File: src/hdl/conv3x3_border_modes_assert.svh
// assertion macros for the 3x3 convolution block
`ifndef CONV3X3_BORDER_MODES_ASSERT_SVH
`define CONV3X3_BORDER_MODES_ASSERT_SVH

`ifndef SYNTHESIS

// clocked check, off while reset is asserted
`define CBM_ASSERT(lbl, clk, rstn, prop) \
    lbl: assert property (@(posedge clk) disable iff (!(rstn)) (prop)) \
        else $error("conv3x3_border_modes: assertion failed");

// clocked check that also runs through reset
`define CBM_ASSERT_RST(lbl, clk, prop) \
    lbl: assert property (@(posedge clk) (prop)) \
        else $error("conv3x3_border_modes: reset assertion failed");

`else

`define CBM_ASSERT(lbl, clk, rstn, prop)
`define CBM_ASSERT_RST(lbl, clk, prop)

`endif

`endif

File: src/hdl/c3bm_pkg.sv
package c3bm_pkg;

    // parameter defaults
    localparam int MAX_DIM_DEF    = 16;
    localparam int PIXEL_BITS_DEF = 8;
    localparam int COEF_BITS_DEF  = 8;

    // fixed field widths
    localparam int DIM_REG_W = 5;
    localparam int MODE_W    = 2;
    localparam int COORD_W   = 4;
    localparam int VALUE_W   = 20;
    localparam int CFG_IDX_W = 3;
    localparam int M_TDATA_W = 32;
    localparam int N_SLOTS   = 4;
    localparam int MIN_DIM   = 3;

    // configuration register indexes
    typedef enum logic [CFG_IDX_W-1:0] {
        REG_IMAGE_ROWS    = 3'd0,
        REG_IMAGE_COLS    = 3'd1,
        REG_BORDER_MODE   = 3'd2,
        REG_KERNEL_TOP    = 3'd3,
        REG_KERNEL_MIDDLE = 3'd4,
        REG_KERNEL_BOTTOM = 3'd5
    } cfg_reg_t;

    // border mode codes; codes at or above MODE_NONE drop ring results
    localparam logic [MODE_W-1:0] MODE_COPY = 2'd0;
    localparam logic [MODE_W-1:0] MODE_ZERO = 2'd1;
    localparam logic [MODE_W-1:0] MODE_NONE = 2'd2;

    // one result word
    typedef struct packed {
        logic [COORD_W-1:0] row;
        logic [COORD_W-1:0] col;
        logic [VALUE_W-1:0] value;
        logic               border;
    } result_t;

    // tdata packing, out_row in the lowest bits
    function automatic logic [M_TDATA_W-1:0] pack_result(input result_t r);
        logic [M_TDATA_W-1:0] w;
        w = '0;
        w[COORD_W-1:0]                         = r.row;
        w[2*COORD_W-1:COORD_W]                 = r.col;
        w[2*COORD_W+VALUE_W-1:2*COORD_W]       = r.value;
        w[2*COORD_W+VALUE_W]                   = r.border;
        return w;
    endfunction

endpackage

File: src/hdl/conv3x3_border_modes.sv
// 3x3 image convolution with selectable border handling.
// s_ channel: one pixel per word in raster order, s_tdata[PIXEL_BITS-1:0].
// m_ channel: result words, m_tdata = {is_border, value, out_col, out_row}
// from the highest bit down, m_tlast marks the last result caused by a pixel.
// cfg_ channel: register writes (rows, cols, mode, three kernel rows),
// always ready; write only while the block is idle.
// A pixel's results pass stage 1, stage 2, the burst slots and m_tdata_reg.
// Throughput: one pixel per cycle while m_tready is high and each pixel
// causes at most one result; in the last column and last row a pixel can
// cause two or four results, and the burst slots then hold back the input.
// The line stores sit in one dual-port memory ({newer, older} per column),
// read on accept and written back when stage 1 moves on.
// Reset clears position counters, pipeline valids and the per-column valid
// bits of the line stores, so unwritten columns read as zero.
// When m_tready is low the pipeline fills, then s_tready drops; nothing
// is lost or repeated.
module conv3x3_border_modes #(
    parameter int MAX_DIM    = c3bm_pkg::MAX_DIM_DEF,
    parameter int PIXEL_BITS = c3bm_pkg::PIXEL_BITS_DEF,
    parameter int COEF_BITS  = c3bm_pkg::COEF_BITS_DEF
) (
    input  logic                                aclk,
    input  logic                                aresetn,
    // configuration write channel
    input  logic                                cfg_valid,
    output logic                                cfg_ready,
    input  logic [c3bm_pkg::CFG_IDX_W-1:0]      cfg_index,
    input  logic [3*COEF_BITS-1:0]              cfg_data,
    // pixel input, tdata: pixel
    input  logic                                s_tvalid,
    output logic                                s_tready,
    input  logic [((PIXEL_BITS + 7) / 8) * 8-1:0] s_tdata,
    // result output, tdata: out_row, out_col, value, is_border
    output logic                                m_tvalid,
    input  logic                                m_tready,
    output logic [c3bm_pkg::M_TDATA_W-1:0]      m_tdata,
    output logic                                m_tlast
);
    import c3bm_pkg::*;

`include "conv3x3_border_modes_assert.svh"

    localparam int IDX_W  = $clog2(MAX_DIM);
    localparam int DIM_W  = $clog2(MAX_DIM + 1);
    localparam int KERN_W = 3 * COEF_BITS;
    localparam int PROD_W = PIXEL_BITS + COEF_BITS + 1;
    localparam int SUM_W  = (PROD_W + 4 > VALUE_W) ? PROD_W + 4 : VALUE_W;

    // configuration registers
    logic [DIM_REG_W-1:0] rows_cfg_reg;
    logic [DIM_REG_W-1:0] cols_cfg_reg;
    logic [MODE_W-1:0]    mode_reg;
    logic [KERN_W-1:0]    kern_reg [3];

    // position of the next pixel
    logic [IDX_W-1:0] row_reg, row_next;
    logic [IDX_W-1:0] col_reg, col_next;

    // line store memory and its per-column valid bits
    logic [2*PIXEL_BITS-1:0] line_mem [MAX_DIM];
    logic [2*PIXEL_BITS-1:0] line_rd_reg;
    logic                    vld_new_reg [MAX_DIM];
    logic                    vld_old_reg [MAX_DIM];
    logic                    rd_vnew_reg, rd_vold_reg;

    // stage 1
    logic                  s1_valid_reg, s1_valid_next;
    logic [PIXEL_BITS-1:0] s1_pixel_reg;
    logic [IDX_W-1:0]      s1_j_reg;
    logic [N_SLOTS-1:0]    s1_mask_reg;
    logic                  s1_a_int_reg;
    logic [COORD_W-1:0]    s1_row_reg [N_SLOTS];
    logic [COORD_W-1:0]    s1_col_reg [N_SLOTS];

    // window
    logic [PIXEL_BITS-1:0] win_reg  [3][3];
    logic [PIXEL_BITS-1:0] win_next [3][3];

    // stage 2
    logic                     s2_valid_reg, s2_valid_next;
    logic signed [PROD_W-1:0] s2_prod_reg  [3][3];
    logic signed [PROD_W-1:0] prod_next    [3][3];
    result_t                  s2_slot_reg  [N_SLOTS];
    result_t                  slot_next    [N_SLOTS];
    logic [N_SLOTS-1:0]       s2_mask_reg;
    logic                     s2_a_int_reg;

    // result burst and output register
    result_t              b_slot_reg [N_SLOTS];
    result_t              b_load     [N_SLOTS];
    logic [N_SLOTS-1:0]   b_mask_reg, b_mask_next;
    logic                 m_tvalid_reg, m_tvalid_next;
    logic [M_TDATA_W-1:0] m_tdata_reg;
    logic                 m_tlast_reg;

    // combinational helpers
    logic [DIM_W-1:0]      dim_r, dim_c;
    logic                  restart, drop, accept, s1_move, s2_load_ok, out_load, burst_ready;
    logic                  last_col, last_row, a_int;
    logic [IDX_W-1:0]      acc_i, acc_j, i_m1, i_m2, j_m1, j_m2;
    logic [N_SLOTS-1:0]    acc_mask, b_pick, b_rest;
    logic [COORD_W-1:0]    acc_row [N_SLOTS];
    logic [COORD_W-1:0]    acc_col [N_SLOTS];
    logic [PIXEL_BITS-1:0] older_rd, newer_rd;
    logic signed [SUM_W-1:0] sum_all;
    result_t               b_sel;

    // effective dimension, clamped to the supported range
    function automatic logic [DIM_W-1:0] clamp_dim(input logic [DIM_REG_W-1:0] v);
        int vi;
        vi = int'(v);
        if (vi < MIN_DIM) begin
            vi = MIN_DIM;
        end else if (vi > MAX_DIM) begin
            vi = MAX_DIM;
        end
        return DIM_W'(vi);
    endfunction

    // border value of a ring result
    function automatic logic [VALUE_W-1:0] ring_value(input logic [MODE_W-1:0] mode,
                                                      input logic [PIXEL_BITS-1:0] pix);
        return (mode == MODE_ZERO) ? '0 : VALUE_W'(pix);
    endfunction

    assign cfg_ready = 1'b1;

    // configuration writes
    always_ff @(posedge aclk) begin
        if (!aresetn) begin
            rows_cfg_reg <= DIM_REG_W'(16);
            cols_cfg_reg <= DIM_REG_W'(16);
            mode_reg     <= MODE_COPY;
            kern_reg[0]  <= '0;
            kern_reg[1]  <= '0;
            kern_reg[2]  <= '0;
        end else if (cfg_valid) begin
            case (cfg_reg_t'(cfg_index))
                REG_IMAGE_ROWS:    rows_cfg_reg <= cfg_data[DIM_REG_W-1:0];
                REG_IMAGE_COLS:    cols_cfg_reg <= cfg_data[DIM_REG_W-1:0];
                REG_BORDER_MODE:   mode_reg     <= cfg_data[MODE_W-1:0];
                REG_KERNEL_TOP:    kern_reg[0]  <= cfg_data;
                REG_KERNEL_MIDDLE: kern_reg[1]  <= cfg_data;
                REG_KERNEL_BOTTOM: kern_reg[2]  <= cfg_data;
                default: ;
            endcase
        end
    end

    assign dim_r = clamp_dim(rows_cfg_reg);
    assign dim_c = clamp_dim(cols_cfg_reg);
    assign drop  = (mode_reg >= MODE_NONE);

    // handshake chain
    assign out_load    = !m_tvalid_reg || m_tready;
    assign b_pick      = b_mask_reg & (~b_mask_reg + N_SLOTS'(1));
    assign b_rest      = b_mask_reg & ~b_pick;
    assign burst_ready = (b_mask_reg == '0) || (out_load && (b_rest == '0));
    assign s2_load_ok  = !s2_valid_reg || burst_ready;
    assign s1_move     = s1_valid_reg && s2_load_ok;
    assign s_tready    = !s1_valid_reg || s2_load_ok;
    assign accept      = s_tvalid && s_tready;

    // position of the accepted pixel and the results it causes
    always_comb begin
        restart  = (DIM_W'(row_reg) >= dim_r) || (DIM_W'(col_reg) >= dim_c);
        acc_i    = restart ? '0 : row_reg;
        acc_j    = restart ? '0 : col_reg;
        last_col = (DIM_W'(acc_j) == dim_c - DIM_W'(1));
        last_row = (DIM_W'(acc_i) == dim_r - DIM_W'(1));
        if (last_col) begin
            col_next = '0;
            row_next = last_row ? '0 : acc_i + IDX_W'(1);
        end else begin
            col_next = acc_j + IDX_W'(1);
            row_next = acc_i;
        end
        i_m1  = acc_i - IDX_W'(1);
        i_m2  = acc_i - IDX_W'(2);
        j_m1  = acc_j - IDX_W'(1);
        j_m2  = acc_j - IDX_W'(2);
        a_int = (acc_i >= IDX_W'(2)) && (acc_j >= IDX_W'(2));
        // ordered by row, then column: (i-1,j-1) (i-1,j) (i,j-1) (i,j)
        acc_mask[0] = (acc_i != '0) && (acc_j != '0) && (a_int || !drop);
        acc_mask[1] = (acc_i != '0) && (acc_j != '0) && last_col && !drop;
        acc_mask[2] = last_row && (acc_j != '0) && !drop;
        acc_mask[3] = last_row && (acc_j != '0) && last_col && !drop;
        acc_row[0]  = drop ? COORD_W'(i_m2) : COORD_W'(i_m1);
        acc_col[0]  = drop ? COORD_W'(j_m2) : COORD_W'(j_m1);
        acc_row[1]  = COORD_W'(i_m1);
        acc_col[1]  = COORD_W'(acc_j);
        acc_row[2]  = COORD_W'(acc_i);
        acc_col[2]  = COORD_W'(j_m1);
        acc_row[3]  = COORD_W'(acc_i);
        acc_col[3]  = COORD_W'(acc_j);
    end

    // position counters and stage 1 control
    always_comb begin
        s1_valid_next = s1_valid_reg;
        if (accept) begin
            s1_valid_next = 1'b1;
        end else if (s1_move) begin
            s1_valid_next = 1'b0;
        end
    end

    always_ff @(posedge aclk) begin
        if (!aresetn) begin
            row_reg      <= '0;
            col_reg      <= '0;
            s1_valid_reg <= 1'b0;
        end else begin
            s1_valid_reg <= s1_valid_next;
            if (accept) begin
                row_reg <= row_next;
                col_reg <= col_next;
            end
        end
    end

    // stage 1 payload
    always_ff @(posedge aclk) begin
        if (accept) begin
            s1_pixel_reg <= s_tdata[PIXEL_BITS-1:0];
            s1_j_reg     <= acc_j;
            s1_mask_reg  <= acc_mask;
            s1_a_int_reg <= a_int;
            for (int k = 0; k < N_SLOTS; k++) begin
                s1_row_reg[k] <= acc_row[k];
                s1_col_reg[k] <= acc_col[k];
            end
        end
    end

    // line store read on accept, write back when stage 1 moves on
    always_ff @(posedge aclk) begin
        if (accept) begin
            line_rd_reg <= line_mem[acc_j];
        end
        if (s1_move) begin
            line_mem[s1_j_reg] <= {s1_pixel_reg, newer_rd};
        end
    end

    always_ff @(posedge aclk) begin
        if (!aresetn) begin
            for (int k = 0; k < MAX_DIM; k++) begin
                vld_new_reg[k] <= 1'b0;
                vld_old_reg[k] <= 1'b0;
            end
            rd_vnew_reg <= 1'b0;
            rd_vold_reg <= 1'b0;
        end else begin
            if (accept) begin
                rd_vnew_reg <= vld_new_reg[acc_j];
                rd_vold_reg <= vld_old_reg[acc_j];
            end
            if (s1_move) begin
                vld_old_reg[s1_j_reg] <= rd_vnew_reg;
                vld_new_reg[s1_j_reg] <= 1'b1;
            end
        end
    end

    assign newer_rd = rd_vnew_reg ? line_rd_reg[2*PIXEL_BITS-1:PIXEL_BITS] : '0;
    assign older_rd = rd_vold_reg ? line_rd_reg[PIXEL_BITS-1:0] : '0;

    // window shift, products and ring values
    always_comb begin
        for (int a = 0; a < 3; a++) begin
            win_next[a][0] = win_reg[a][1];
            win_next[a][1] = win_reg[a][2];
        end
        win_next[0][2] = older_rd;
        win_next[1][2] = newer_rd;
        win_next[2][2] = s1_pixel_reg;
        for (int a = 0; a < 3; a++) begin
            for (int b = 0; b < 3; b++) begin
                prod_next[a][b] = $signed({1'b0, win_next[a][b]})
                                * $signed(kern_reg[a][b*COEF_BITS +: COEF_BITS]);
            end
        end
        for (int k = 0; k < N_SLOTS; k++) begin
            slot_next[k].row    = s1_row_reg[k];
            slot_next[k].col    = s1_col_reg[k];
            slot_next[k].border = 1'b1;
        end
        slot_next[0].border = !s1_a_int_reg;
        slot_next[0].value  = ring_value(mode_reg, win_next[1][1]);
        slot_next[1].value  = ring_value(mode_reg, win_next[1][2]);
        slot_next[2].value  = ring_value(mode_reg, win_next[2][1]);
        slot_next[3].value  = ring_value(mode_reg, win_next[2][2]);
    end

    // stage 2 control
    always_comb begin
        s2_valid_next = s2_valid_reg;
        if (s1_move) begin
            s2_valid_next = 1'b1;
        end else if (burst_ready) begin
            s2_valid_next = 1'b0;
        end
    end

    always_ff @(posedge aclk) begin
        if (!aresetn) begin
            s2_valid_reg <= 1'b0;
        end else begin
            s2_valid_reg <= s2_valid_next;
        end
    end

    // window and stage 2 payload
    always_ff @(posedge aclk) begin
        if (s1_move) begin
            win_reg      <= win_next;
            s2_prod_reg  <= prod_next;
            s2_slot_reg  <= slot_next;
            s2_mask_reg  <= s1_mask_reg;
            s2_a_int_reg <= s1_a_int_reg;
        end
    end

    // window sum
    always_comb begin
        sum_all = '0;
        for (int a = 0; a < 3; a++) begin
            for (int b = 0; b < 3; b++) begin
                sum_all = sum_all + SUM_W'(s2_prod_reg[a][b]);
            end
        end
    end

    // slots entering the burst, window sum in the first one when interior
    always_comb begin
        b_load = s2_slot_reg;
        if (s2_a_int_reg) begin
            b_load[0].value = sum_all[VALUE_W-1:0];
        end
    end

    // burst pick, lowest pending slot first
    always_comb begin
        b_sel = '0;
        for (int k = 0; k < N_SLOTS; k++) begin
            if (b_pick[k]) begin
                b_sel = b_slot_reg[k];
            end
        end
        b_mask_next = b_mask_reg;
        if (out_load && (b_mask_reg != '0)) begin
            b_mask_next = b_rest;
        end
        if (s2_valid_reg && burst_ready) begin
            b_mask_next = s2_mask_reg;
        end
        m_tvalid_next = m_tvalid_reg;
        if (out_load) begin
            m_tvalid_next = (b_mask_reg != '0);
        end
    end

    always_ff @(posedge aclk) begin
        if (!aresetn) begin
            b_mask_reg   <= '0;
            m_tvalid_reg <= 1'b0;
        end else begin
            b_mask_reg   <= b_mask_next;
            m_tvalid_reg <= m_tvalid_next;
        end
    end

    // burst slots and output word
    always_ff @(posedge aclk) begin
        if (s2_valid_reg && burst_ready) begin
            b_slot_reg <= b_load;
        end
        if (out_load && (b_mask_reg != '0)) begin
            m_tdata_reg <= pack_result(b_sel);
            m_tlast_reg <= (b_rest == '0);
        end
    end

    assign m_tvalid = m_tvalid_reg;
    assign m_tdata  = m_tdata_reg;
    assign m_tlast  = m_tlast_reg;

    // checks
    `CBM_ASSERT(a_line_rw_apart, aclk, aresetn,
                (accept && s1_move) |-> (acc_j != s1_j_reg))
    `CBM_ASSERT(a_stall_full, aclk, aresetn,
                !s_tready |-> (s1_valid_reg && s2_valid_reg && (b_mask_reg != '0)))
    `CBM_ASSERT(a_line_valid_order, aclk, aresetn, rd_vold_reg |-> rd_vnew_reg)
    `CBM_ASSERT_RST(a_reset_quiet, aclk,
                    !aresetn |=> (!m_tvalid_reg && !s1_valid_reg && !s2_valid_reg))

endmodule

File: config.mk
export PLATFORM = sky130hd
export DESIGN_NAME = conv3x3_border_modes
export DESIGN_NICKNAME = d
export VERILOG_FILES = /design/src/hdl/c3bm_pkg.sv /design/src/hdl/conv3x3_border_modes.sv
export VERILOG_INCLUDE_DIRS = /design/src /design/src/hdl
export SDC_FILE = /design/constraint.sdc
export NUM_CORES = 2
export LEC_CHECK = 0
export BUFFER_PORTS_ARGS = -buffer_cell sky130_fd_sc_hd__clkbuf_2
export CORE_MARGIN = 4
export CORE_UTILIZATION = 55
export CTS_BUF_LIST = sky130_fd_sc_hd__clkbuf_8
export DETAILED_ROUTE_END_ITERATION = 8
export PLACE_DENSITY = 0.77
export SLEW_MARGIN = 40
export SYNTH_ARGS = -nofsm -noshare
export SYNTH_HDL_FRONTEND = slang
export SYNTH_SLANG_ARGS = --single-unit
File: constraint.sdc
create_clock -name aclk -period 7.4 [get_ports aclk]
set_clock_uncertainty 0.1 [all_clocks]
set_input_delay 0.37 -clock aclk [delete_from_list [all_inputs] [get_ports aclk]]
set_output_delay 0.37 -clock aclk [all_outputs]
set_load 0.02 [all_outputs]
; ---- Word-level counts from Yosys, hierarchy flattened
; Memories as Yosys holds them, arrays and structs flattened. A register that Yosys moved wholly into a read port is not among the register bits.
; Cells that the tools add are included.
[totals]
register_bits = 474
mem_bits_rw = 392
in_bits = 40
out_inout_bits = 36
elab_cells = 205
n_memories = 6
[classes]
addsub = 17
mul = 9
n_lt_le_gt_ge = 9
eq_ne = 8
mux = 52
bitwise = 7
n_reduce_logical = 42
[mem_list]
columns = name, words, width, rd, rd_ports_with_merged_regs, wr, line_no
row1 = line_mem, 16, 16, 1, 1, 1, conv3x3_border_modes.sv:60  ; logic [2*PIXEL_BITS-1:0] line_mem [MAX_DIM];
row2 = kern_reg, 3, 24, 3, 0, 3, conv3x3_border_modes.sv:53  ; logic [KERN_W-1:0] kern_reg [3];
row3 = s1_col_reg, 4, 4, 4, 4, 4, conv3x3_border_modes.sv:73  ; logic [COORD_W-1:0] s1_col_reg [N_SLOTS];
row4 = s1_row_reg, 4, 4, 4, 4, 4, conv3x3_border_modes.sv:72  ; logic [COORD_W-1:0] s1_row_reg [N_SLOTS];
row5 = vld_new_reg, 16, 1, 1, 1, 16, conv3x3_border_modes.sv:62  ; logic vld_new_reg [MAX_DIM];
row6 = vld_old_reg, 16, 1, 1, 1, 16, conv3x3_border_modes.sv:63  ; logic vld_old_reg [MAX_DIM];
[op_table]
columns = cell, n
row1 = 9-bit by 8-bit multiplier with 17-bit output, 9
row2 = 29-bit 2-to-1 mux, 4
row3 = 20-bit by 17-bit adder with 20-bit output, 5
row4 = 24-bit 2-to-1 mux, 3
row5 = 4-bit 2-to-1 mux, 11
row6 = 1-bit 2-to-1 mux, 27
row7 = 19-bit by 17-bit adder with 20-bit output, 1
row8 = 20-bit 2-to-1 mux, 1
row9 = 5-bit 2-to-1 mux, 4
row10 = 18-bit by 17-bit adder with 19-bit output, 1
row11 = 17-bit by 17-bit adder with 18-bit output, 1
row12 = 8-bit 2-to-1 mux, 2
row13 = 1-bit logical AND, 14
row14 = 4-bit by 1-bit adder with 4-bit output (second input constant), 3
row15 = 4-bit nonzero test, 3
row16 = 4-bit by 5-bit == test with 1-bit output, 2
row17 = 4-bit by 5-bit >= comparator with 1-bit output, 2
row18 = 5-bit > comparator (second input constant), 2
row19 = 5-bit by 2-bit less-than comparator with 1-bit output (second input constant), 2
row20 = 5-bit by 1-bit subtractor with 5-bit output (second input constant), 2
row21 = 4-bit bitwise AND, 2
row22 = 4-bit by 2-bit >= comparator with 1-bit output (second input constant), 2
row23 = 4-bit logical NOT, 2
row24 = 4-bit inverter, 2
row25 = 15 further kinds, 37

; ---- Longest topological paths before layout
[logic_depth]
ltp_word = 15
depth_mapped = 21
depth_no_buf = 20

; ---- Worst setup path after synthesis
; No wires, ideal clock.
[synth_timing]
path_kind = reg-to-reg
from = reg b_mask_reg[0]
to = mem vld_old_reg[4]
setup_ns = 0.128
arrival_ns = 7.414
required_ns = 7.172
slack_ns = -0.242
stages_incl_launch_ff = 10
path_buffers = 1
period_less_slack_ns = 7.642
cell_sequence = dfxtp_1 buf_2 or4_1 o31a_1 and2_4 nor2b_4 nand3b_2 nor3_1 mux2i_1 nor2_1
[synth_rtl]
columns = item, line_no
row1 = from (decl), conv3x3_border_modes.sv:91  ; logic [N_SLOTS-1:0] b_mask_reg, b_mask_next;
row2 = from (signal assigned), conv3x3_border_modes.sv:369  ; b_mask_reg <= b_mask_next;
row3 = to (decl), conv3x3_border_modes.sv:63

==> metrics.md <==
| Metric | Value |
|---|---|
| Multi-input logic area | 25,700 sq um |
| Total Die Area | 100,400 sq um |
| Ys flop type | edfxtp_1 |
| Sequential share of power | 25.9% |
| Post-synthesis instance area | 52,470 sq um |
| RSZ-0062 raised after global routing | false |
| Mapped Avg Cell Area | 12.06 sq um |
| Layout cell share with drive strength beyond 1 | 8.435% |
| Max_slew headroom | 41.35% |
| Core box area | 94,870 sq um |
| Routability Congestion | 0.9252 |
| Cts hold-fix bufs | 42 |
| Crit path max-delay family | adder cells |
| 1st-iter DRT viols | 2,968 |
| CTS clk-pin slew, worst paths | 0.06 ns |
| CP Capture Type | register |
| Slowest stage delay, CP | 0.67 ns |
| Post-layout min period | 5.474 ns |
| Placed Area | 54,570 sq um |
| Max_cap viols | 0 |
| Sequential share of the synthesized area | 44.85% |
| Reg2reg path depth | 18 |
| Max Freq | 182.7 MHz |
| Total number of vias | 33,420 |
| Sw Share | 41.88% |
| Post-CTS Setup Bufs | 0 |
| FF+latch area | 23,540 sq um |
| TritonCTS clock tree | done |
| Worst-Margin Slew | 0.8798 ns |
| First-pass DRT Iterations | 9 |
| Cell variety after synth | 84 |
| CP endpoint | s2_prod_reg[67] |
| R2r setup slk | 1.93 ns |
| Max-slew violations | 0 |
| Setup CP Type | reg -> reg |
| Fin Setup TNS | 0 ns |
| DRT antenna net count | 0 |
| Root buffer cell | clkbuf_8 |
| PortBufs | 71 |
| Avg WL per Cell | 20.98 um |
| Global-route wire length before repair | 196,000 um |
| Final period util | 73.98% |
| Count of final setup violators | 0 |
| Initial antenna violation count | 11 |
| Vias in the first global route | 34,290 |
| P_sw | 9.872 mW |
| FP Rows | 113 |
| Max reg flops | 256 |
| Area grow syn2layout | 10.31% |
| Largest net degree at the start of global routing | 95 |
| Total CTS buffers | 138 |
| Starting Density | 55.31% |
| Worst path cell trace | nand2_1, inv_1, nand2_1, fa_1, fa_1, inv_1, fa_1, inv_1, fa_1, inv_1, ha_1, inv_1, o21bai_1, a21o_1, a31o_2, a41oi_1, a21oi_1, xnor2_1 |
| Static leakage | 25.54 nW |
| Worst Hold Class | in -> reg |
| Worst Path Max Fanout | 43 |
| CTS resizes | 0 |
| Clock tree buffer depth | 3 |
| Detailed-placement wirelength estimate | 91,480 um |
| Grt ovf | 0 |
| HP Start | cfg_data[23] |
| Slowest CP cell | dfxtp_2 |
| Crit path top cell by count | inv_1 |
| WP buf/inv | 5 |
| Max VDD drop | 1432 uV |
| Status | finished, final reports clean |
| Worst r2r src | rd_vnew_reg |
| Reg-to-Reg End | s2_prod_reg[67] |
| Critical path required time | 7.85 ns |
| Cell Int Power | 13.70 mW |
| Sink Count | 804 |
| CP arrival | 5.93 ns |
| Die W | 316.9 um |
| Setup crit start | rd_vnew_reg |
| Drt via density | 5.623 |
| DRC viols | 0 |
| YS warnings | 0 |
| Gate Count Post-Synth | 4,350 |
| Final Cell Area | 57,880 sq um |
| Later-pin clock latency in the skew report | 0.83 ns |
| WP depth | 18 |
| FILL cells | 7,186 |
| Final #Nets | 5,479 |
| CP Launch Type | register |
| H-tree depth | 4 |
| PwrDens | 407.3 nW/um^2 |
| GRT Resource Usage Total | 25.67% |
| Height of the die | 316.9 um |
| IO Count | 76 |
| Combinational fraction of design power | 56.4% |
| Final hold viol count | 0 |
| Synth async-reset ratio | 0% |
| Post-synthesis sequential element count | 804 |
| Drt total wl | 124,700 um |
| Post-synth EDFFs | 743 |
| Clock power share | 17.7% |
## metrics by stage
stage	hold slack (ns)	cells	total power, mW	setup slack [ns]	utilization [%]
CTS	0.02503	5936	23.59	1.604	60.97
detailed placement	0.3045	5640	19.30	1.619	57.53
floorplan	0.3003	4352	15.98	0.04993	-
global route	0.05322	5941	25.65	1.575	61.00
global placement	0.3010	5627	18.94	1.750	57.28
finish	0.1061	5943	23.57	1.926	61.01
## cell families after synthesis
group	count (synthesis)	synth area share, %
xor gates and xnor gates	136	2.270
muxes	94	2.189
other	2	0.01431
and+or+nand+nor	1104	10.62
AOI/OAI and AO/OA	456	6.153
DFF	804	44.85
adders and majority gates	883	27.55
buffers and inverters	871	6.355
## cell usage in the layout (no fill, tap or decap), types with 18 or more instances in the layout
cell and instances:
edfxtp_1 743, clkbuf_2 71, xor2_1 27, nor3_1 26, mux2i_1 72, clkinv_1 26, fa_1 454, a21o_1 33
nand2b_1 63, nor2_1 173, o21a_1 19, buf_4 38, nand2_1 359, a31oi_1 18, dlygate4sd3_1 42, a221o_1 41
nand3_1 27, o21ai_0 76, and2_1 300, dfxtp_1 58, clkbuf_8 143, ha_1 428, o221ai_1 32, xnor2_1 109
a21oi_1 106, inv_1 809, nor2b_1 27, and3_1 74
## power by group through the flow
stage / sequential (mW) / clock (mW) / combinational [mW]
floorplan: 6.01 / 0 / 9.97
global placement: 6.19 / 0 / 12.8
detailed placement: 6.18 / 0 / 13.1
CTS: 6.09 / 4.24 / 13.3
global route: 6.12 / 4.48 / 15.1
finish: 6.10 / 4.18 / 13.3
## worst min path at each step
stage,to,slack (ns),cells past startpoint
floorplan,b_load[108],0.30,0
global placement,b_load[50],0.30,0
CTS,kern_reg[0][47],0.03,2
global route,kern_reg[0][47],0.05,2
detailed placement,b_load[111],0.30,0
finish,kern_reg[0][47],0.11,2
## cells in the mapped netlist (15+ instances only)
library cell | instances | share of area (%)
a21o_1 | 33 | 0.47
a21oi_1 | 107 | 1.0
a221o_1 | 41 | 0.78
a31oi_1 | 18 | 0.21
and2_1 | 302 | 3.6
and3_1 | 74 | 0.88
buf_2 | 15 | 0.14
clkbuf_1 | 72 | 0.52
dfxtp_1 | 61 | 2.3
edfxtp_1 | 743 | 43
fa_1 | 454 | 17
ha_1 | 428 | 10
inv_1 | 766 | 5.5
mux2i_1 | 72 | 1.4
mux4_2 | 16 | 0.69
nand2_1 | 361 | 2.6
nand2b_1 | 63 | 0.75
nand3_1 | 27 | 0.26
nor2_1 | 178 | 1.3
nor2b_1 | 28 | 0.33
nor3_1 | 28 | 0.27
o21a_1 | 19 | 0.27
o21ai_0 | 80 | 0.76
o221ai_1 | 32 | 0.53
xnor2_1 | 109 | 1.8
xor2_1 | 27 | 0.45
## routing by layer
| metal | routed length [um] | share of wire (%) | global-route usage (%) | up-vias |
|---|---|---|---|---|
| met4 | 5017 | 4.0 | 10.48 | 6 |
| met2 | 57580 | 46 | 40.49 | 1425 |
| met5 | 33 | 0.026 | 0 | - |
| met3 | 10990 | 8.8 | 4.875 | 285 |
| met1 | 51100 | 41 | 35.42 | 16680 |
| li1 | - | - | - | 15020 |
## area by class of cell
class / count / share of cell area, %
Multi-Input combinational cell: 2677 / 44.40
Sequential cell: 804 / 40.66
Tap cell: 1265 / 2.735
Inverter: 769 / 4.996
Clock inverter: 111 / 1.518
Antenna cell: 7 / 0.03026
Clock buffer: 143 / 3.400
Timing Repair Buffer: 167 / 2.255
Power figures use the tool's default switching activity.
